### src/hdl/iut_pkg.sv
// Shared types, sizes and codes for the interval union table.
package iut_pkg;

    localparam int MAX_RANGES = 64;
    localparam int ADDR_W     = 64;
    localparam int RIDX_W     = 6;
    localparam int COUNT_W    = 7;
    localparam int IDX_W      = (MAX_RANGES > 1) ? $clog2(MAX_RANGES) : 1;
    localparam int CNT_W      = $clog2(MAX_RANGES + 1);
    localparam int CMP_W      = (CNT_W > RIDX_W) ? CNT_W : RIDX_W;

    // command codes
    localparam logic [1:0] CMD_INSERT = 2'd0;
    localparam logic [1:0] CMD_READ   = 2'd1;
    localparam logic [1:0] CMD_CLEAR  = 2'd2;

    // status codes
    localparam logic [1:0] ST_OK        = 2'd0;
    localparam logic [1:0] ST_EMPTY     = 2'd1;
    localparam logic [1:0] ST_FULL      = 2'd2;
    localparam logic [1:0] ST_BAD_INDEX = 2'd3;

    typedef struct packed {
        logic [1:0]        command;
        logic [ADDR_W-1:0] range_start;
        logic [ADDR_W-1:0] range_end_excl;
        logic [RIDX_W-1:0] read_index;
    } t_iut_req;

    typedef struct packed {
        logic [1:0]         status;
        logic [COUNT_W-1:0] range_count;
        logic [ADDR_W-1:0]  entry_lower;
        logic [ADDR_W-1:0]  entry_upper;
    } t_iut_rsp;

    typedef struct packed {
        logic [ADDR_W-1:0] lower;
        logic [ADDR_W-1:0] upper;
    } t_iut_entry;

    // controller -> datapath
    typedef struct packed {
        logic       capture;
        logic       clear;
        logic       prep;
        logic       scan;
        logic       plan;
        logic       move;
        logic       write;
        logic       load_out;
        logic [1:0] status;
        logic       show_entry;
    } t_iut_cmd;

    // datapath -> controller
    typedef struct packed {
        logic empty;
        logic scan_done;
        logic full;
        logic move_done;
        logic idx_ok;
    } t_iut_sts;

endpackage

### src/hdl/iut_ctrl.sv
// Controller: command sequencing and handshakes for the interval union table.
module iut_ctrl import iut_pkg::*; (
    input  logic       i_clk,
    input  logic       i_rst_n,
    input  logic       i_cmd_valid,
    input  logic [1:0] i_command,
    output logic       o_cmd_ready,
    output logic       o_rsp_valid,
    input  logic       i_rsp_ready,
    input  t_iut_sts   i_sts,
    output t_iut_cmd   o_ctl
);

    localparam logic [2:0] S_IDLE   = 3'd0;
    localparam logic [2:0] S_CHECK  = 3'd1;
    localparam logic [2:0] S_SCAN   = 3'd2;
    localparam logic [2:0] S_PLAN   = 3'd3;
    localparam logic [2:0] S_MOVE   = 3'd4;
    localparam logic [2:0] S_WRITE  = 3'd5;
    localparam logic [2:0] S_RDWAIT = 3'd6;
    localparam logic [2:0] S_RESULT = 3'd7;

    logic [2:0] r_state, n_state;
    logic [1:0] r_status, n_status;
    logic       r_show, n_show;
    logic       r_rsp_valid, n_rsp_valid;
    logic       w_accept, w_load;

    assign o_cmd_ready = (r_state == S_IDLE);
    assign w_accept    = i_cmd_valid && o_cmd_ready;
    assign w_load      = (r_state == S_RESULT) && (!r_rsp_valid || i_rsp_ready);
    assign o_rsp_valid = r_rsp_valid;

    always_comb begin
        o_ctl            = '0;
        o_ctl.capture    = w_accept;
        o_ctl.clear      = w_accept && (i_command == CMD_CLEAR);
        o_ctl.prep       = (r_state == S_CHECK);
        o_ctl.scan       = (r_state == S_SCAN);
        o_ctl.plan       = (r_state == S_PLAN);
        o_ctl.move       = (r_state == S_MOVE);
        o_ctl.write      = (r_state == S_WRITE);
        o_ctl.load_out   = w_load;
        o_ctl.status     = r_status;
        o_ctl.show_entry = r_show;
    end

    always_comb begin
        n_state     = r_state;
        n_status    = r_status;
        n_show      = r_show;
        n_rsp_valid = r_rsp_valid && !i_rsp_ready;
        case (r_state)
            S_IDLE: begin
                if (w_accept) begin
                    n_status = ST_OK;
                    n_show   = 1'b0;
                    case (i_command)
                        CMD_INSERT: n_state = S_CHECK;
                        CMD_READ:   n_state = S_RDWAIT;
                        default:    n_state = S_RESULT;
                    endcase
                end
            end
            S_CHECK: begin
                if (i_sts.empty) begin
                    n_status = ST_EMPTY;
                    n_state  = S_RESULT;
                end else begin
                    n_state = S_SCAN;
                end
            end
            S_SCAN: begin
                if (i_sts.scan_done) begin
                    n_state = S_PLAN;
                end
            end
            S_PLAN: begin
                if (i_sts.full) begin
                    n_status = ST_FULL;
                    n_state  = S_RESULT;
                end else begin
                    n_state = S_MOVE;
                end
            end
            S_MOVE: begin
                if (i_sts.move_done) begin
                    n_state = S_WRITE;
                end
            end
            S_WRITE: begin
                n_state = S_RESULT;
            end
            S_RDWAIT: begin
                n_show   = i_sts.idx_ok;
                n_status = i_sts.idx_ok ? ST_OK : ST_BAD_INDEX;
                n_state  = S_RESULT;
            end
            S_RESULT: begin
                if (w_load) begin
                    n_rsp_valid = 1'b1;
                    n_state     = S_IDLE;
                end
            end
            default: begin
                n_state = S_IDLE;
            end
        endcase
    end

    always_ff @(posedge i_clk) begin
        if (!i_rst_n) begin
            r_state     <= S_IDLE;
            r_status    <= ST_OK;
            r_show      <= 1'b0;
            r_rsp_valid <= 1'b0;
        end else begin
            r_state     <= n_state;
            r_status    <= n_status;
            r_show      <= n_show;
            r_rsp_valid <= n_rsp_valid;
        end
    end

endmodule

### config.mk
export PLATFORM = sky130hd
export DESIGN_NAME = iut_ctrl
export DESIGN_NICKNAME = d
export VERILOG_FILES = /design/src/hdl/iut_pkg.sv /design/src/hdl/iut_ctrl.sv
export SDC_FILE = /design/constraint.sdc
export NUM_CORES = 1
export LEC_CHECK = 0
export CAP_MARGIN = 20
export CORE_AREA = 2 2 39 41
export CTS_BUF_LIST = sky130_fd_sc_hd__clkbuf_4 sky130_fd_sc_hd__clkbuf_8
export DETAILED_ROUTE_END_ITERATION = 8
export DIE_AREA = 0 0 41 43
export DONT_BUFFER_PORTS = 1
export HOLD_SLACK_MARGIN = 0.1
export PLACE_DENSITY_LB_ADDON = 0.15
export SETUP_SLACK_MARGIN = 0.1
export SYNTH_ARGS = -nofsm -noshare
export SYNTH_HDL_FRONTEND = slang
export SYNTH_SLANG_ARGS = --single-unit
### constraint.sdc
create_clock -name i_clk -period 1.71 [get_ports i_clk]
set_clock_uncertainty 0.15 [all_clocks]
set_input_delay 0.2565 -clock i_clk [delete_from_list [all_inputs] [get_ports i_clk]]
set_output_delay 0.2565 -clock i_clk [all_outputs]
set_load 0.02 [all_outputs]
==> summary.json <==
{
  "synth.ff_latch_count": {"value": 7},
  "routabilityCongestion": {"value": 0.7790},
  "max-vdd-ir-drop": {"value": 0.6353, "unit": "mV"},
  "holdPathEnd": {"value": "r_status[1]$_SDFFE_PN0P_"},
  "postSynthNetCount": {"value": 80},
  "power.leakage": {"value": 0.3006, "unit": "nW"},
  "cap_viol_max_count": {"value": 0},
  "synth-warning-count": {"value": 0},
  "detailroute.via_count": {"value": 524},
  "r2r_cells": {"value": 5},
  "clk_path_buf_depth": {"value": 2},
  "setup_repair_after_global_routing_missed_its_margin": {"value": "yes"},
  "final_period_minus_worst_setup_slack": {"value": 1.617, "unit": "ns"},
  "via_count_of_the_first_global_routing_pass": {"value": 502},
  "syn_area_per_cell": {"value": 8.124, "unit": "sq um"},
  "cts.clk_slew.worst_paths": {"value": 0.06, "unit": "ns"},
  "number_of_synthesized_flops_with_an_enable_pin": {"value": 0},
  "cell_taking_the_most_area_after_synthesis": {"value": "sky130_fd_sc_hd__dfxtp_1"},
  "ioPinCount": {"value": 24},
  "route.final.wire_length": {"value": 1.266, "unit": "mm"},
  "synth_cell_type_count": {"value": 29},
  "port-buffer-count": {"value": 0},
  "layout.cells.most_common": {"value": "sky130_fd_sc_hd__buf_4"},
  "grt_max_degree": {"value": 14},
  "rows": {"value": 14},
  "floorplan.core_area": {"value": 1384, "unit": "sq um"},
  "setup_tns": {"value": 0, "unit": "ns"},
  "cts_tree": {"value": "yes"},
  "slew_violations": {"value": 0},
  "min-delay-start": {"value": "i_sts[0]"},
  "timing.setup.critical_path_class": {"value": "flop to output port"},
  "antenna_found_initial": {"value": 0},
  "final_cell_count_without_fillers": {"value": 97},
  "avgRoutedWirePerCell": {"value": 13.05, "unit": "microns"},
  "floorplan.die_area": {"value": 1763, "unit": "sq um"},
  "clock_tree.htree_level_count": {"value": 1},
  "hold_ws": {"value": 0.1049, "unit": "ns"},
  "setup.reg_to_reg.worst_slack": {"value": 0.24, "unit": "ns"},
  "synth_area": {"value": 560.5, "unit": "sq um"},
  "cp-start-kind": {"value": "flop"},
  "area_taken_by_multi_input_logic_gates": {"value": 375.4, "unit": "sq um"},
  "power_density": {"value": 1838, "unit": "nW/um^2"},
  "timing_hold_violations_final": {"value": 0},
  "setup_viol": {"value": 0},
  "met2_usage": {"value": 26.25, "unit": "%"},
  "timing.critical_path.fanout_max": {"value": 6},
  "synth.top_cells.by_area": {"value": "sky130_fd_sc_hd__dfxtp_1 25%, sky130_fd_sc_hd__mux2i_1 8.9%, sky130_fd_sc_hd__buf_4 8.0%, sky130_fd_sc_hd__nand2_1 5.4%, sky130_fd_sc_hd__nand3_1 4.5%"},
  "max_clock_freq": {"value": 618.3, "unit": "MHz"},
  "antenna_left": {"value": 0},
  "cts_root_buffer": {"value": "sky130_fd_sc_hd__clkbuf_4"},
  "period_share": {"value": 94.58, "unit": "%"},
  "area_growth_syn_to_layout": {"value": 25.89, "unit": "%"},
  "tritoncts.num_buffers": {"value": 3},
  "worstHoldPathType": {"value": "input port to flop"},
  "worstPathArrival": {"value": 1.21, "unit": "ns"},
  "finish.utilization": {"value": 50.99, "unit": "%"},
  "synth_cells": {"value": 69},
  "final_nets": {"value": 93},
  "hold-path-cell-count": {"value": 3},
  "drc_errors": {"value": 0},
  "groute.layer.met3.usage": {"value": 5.236, "unit": "%"},
  "firstDrtPassIters": {"value": 4},
  "timing.critical_path.required": {"value": 1.30, "unit": "ns"},
  "antenna_cells_inserted": {"value": 0},
  "yosys_most_used_dff": {"value": "sky130_fd_sc_hd__dfxtp_1"},
  "fp.dieH": {"value": 43, "unit": "microns"},
  "floorplan.initialDensity": {"value": 40.51, "unit": "%"},
  "hpwl": {"value": 888.7, "unit": "microns"},
  "run_status": {"value": "complete, no violations"},
  "cp-end-kind": {"value": "output port"},
  "worst_slew_pin_slew": {"value": 0.3856, "unit": "ns"},
  "detail_route.vias_per_cell": {"value": 5.402},
  "gr-total-overflow": {"value": 0},
  "layout.area.seq": {"value": 151.4, "unit": "sq um"},
  "reg2reg_to": {"value": "r_status[1]$_SDFFE_PN0P_"},
  "regToRegStartpoint": {"value": "r_state[0]$_SDFFE_PN0P_"},
  "layout.filler_cells": {"value": 139},
  "post-synth-top-area-fraction": {"value": 25.00, "unit": "%"},
  "layout_common_cells": {"value": "14 x sky130_fd_sc_hd__buf_4, 7 x sky130_fd_sc_hd__nand2_1, 5 x sky130_fd_sc_hd__nor2_1, 5 x sky130_fd_sc_hd__nand3_1, 5 x sky130_fd_sc_hd__mux2i_1"},
  "dr.first_iter.drc_count": {"value": 7},
  "tritoncts_num_sinks": {"value": 7},
  "clk_latency": {"value": 0.25, "unit": "ns"},
  "width_of_the_die": {"value": 41, "unit": "microns"},
  "synthArstFlopShare": {"value": 0, "unit": "%"},
  "layout-drive-gt1-share": {"value": 38.27, "unit": "%"},
  "wire_length_of_the_first_global_routing_pass": {"value": 2.056, "unit": "mm"},
  "max-slew-margin-rel": {"value": 74.20, "unit": "%"},
  "top_usage_layer": {"value": "met2"},
  "gr-usage-all-layers": {"value": 17.32, "unit": "%"},
  "dpl.cell_count": {"value": 83},
  "synth_seq_area_share": {"value": 25.00, "unit": "%"},
  "grt.met1_usage": {"value": 20.45, "unit": "%"}
}
==> cell usage after synthesis (2+ instances only) <==
master,count
sky130_fd_sc_hd__buf_4,6
sky130_fd_sc_hd__nor2_1,6
sky130_fd_sc_hd__nand2_1,8
sky130_fd_sc_hd__nor3b_1,2
sky130_fd_sc_hd__nand2b_1,3
sky130_fd_sc_hd__nand3_1,5
sky130_fd_sc_hd__and2_1,2
sky130_fd_sc_hd__mux2i_1,5
sky130_fd_sc_hd__buf_6,2
sky130_fd_sc_hd__dfxtp_1,7
sky130_fd_sc_hd__o21ai_0,3
sky130_fd_sc_hd__nor2b_1,3
==> metrics by stage <==
step / setup WS, ns / total power, mW / area (sq um)
floorplan: 0.1249 / 0.8799 / 580.6
global placement: 0.1251 / 0.9334 / 578.1
detailed placement: 0.08405 / 0.9351 / 578.1
CTS: 0.06224 / 1.262 / 691.9
global route: 0.03696 / 1.388 / 705.7
finish: 0.09268 / 1.297 / 705.7
==> power by group <==
group / total [mW] / switching (mW) / internal [mW]
Clock: 0.169 / 0.0636 / 0.105
Sequential: 0.335 / 0.104 / 0.231
Combinational: 0.794 / 0.389 / 0.405
Total: 1.30 / 0.557 / 0.741
==> kinds of logic after synthesis <==
family	Yosys count	share of synthesized area (%)
DFF	7	25.00
muxes	5	8.929
buffers and inverters	9	12.72
AOI/OAI and AO/OA	10	14.06
and+or+nand+nor	38	39.29
==> state kept, by name, indices dropped and copies added, names as in the netlist <==
name	flops
r_state	3
r_status	2
o_rsp_valid	1
r_show	1
==> layer usage <==
metal | share of wire [%] | up-vias
li1 | - | 266
met1 | 42 | 241
met2 | 49 | 15
met3 | 8.1 | 2
met4 | 0.79 | 0
met5 | 0 | -
==> how the worst max path moves through the flow <==
stage | start | to | slack (ns) | cells past startpoint
finish | r_state[2]$_SDFFE_PN0P_ | o_ctl[9] | 0.09 | 3
global route | r_state[2]$_SDFFE_PN0P_ | o_ctl[9] | 0.04 | 3
CTS | r_state[0]$_SDFFE_PN0P_ | o_ctl[9] | 0.06 | 3
detailed placement | r_state[0]$_SDFFE_PN0P_ | r_status[1]$_SDFFE_PN0P_ | 0.08 | 4
global placement | r_state[0]$_SDFFE_PN0P_ | r_status[1]$_SDFFE_PN0P_ | 0.13 | 4
floorplan | r_state[0]$_SDFFE_PN0P_ | o_ctl[9] | 0.12 | 4
==> repair_timing <==
action                     in CTS  in global routing
setup endpoints to repair      10                  6
setup buffers                   7                  1
resized for setup               7                  4
pin swaps                       3                  3
hold endpoints to repair        7                  0
hold buffers                    2                  0
==> layout make-up <==
| type | instances | area share [%] |
|---|---|---|
| Clock buffer | 4 | 4.255 |
| Inverter | 1 | 0.5319 |
| Multi-Input combinational cell | 53 | 53.19 |
| Sequential cell | 7 | 21.45 |
| Tap cell | 16 | 2.837 |
| Timing Repair Buffer | 16 | 17.73 |
==> critical path: stages (launching register included) <==
cell and delay, ns:
sky130_fd_sc_hd__dfxtp_4 0.37, sky130_fd_sc_hd__nor3_4 0.21, sky130_fd_sc_hd__nand2_2 0.10, sky130_fd_sc_hd__nor3b_4 0.29
(Power assumes the default switching activity.)
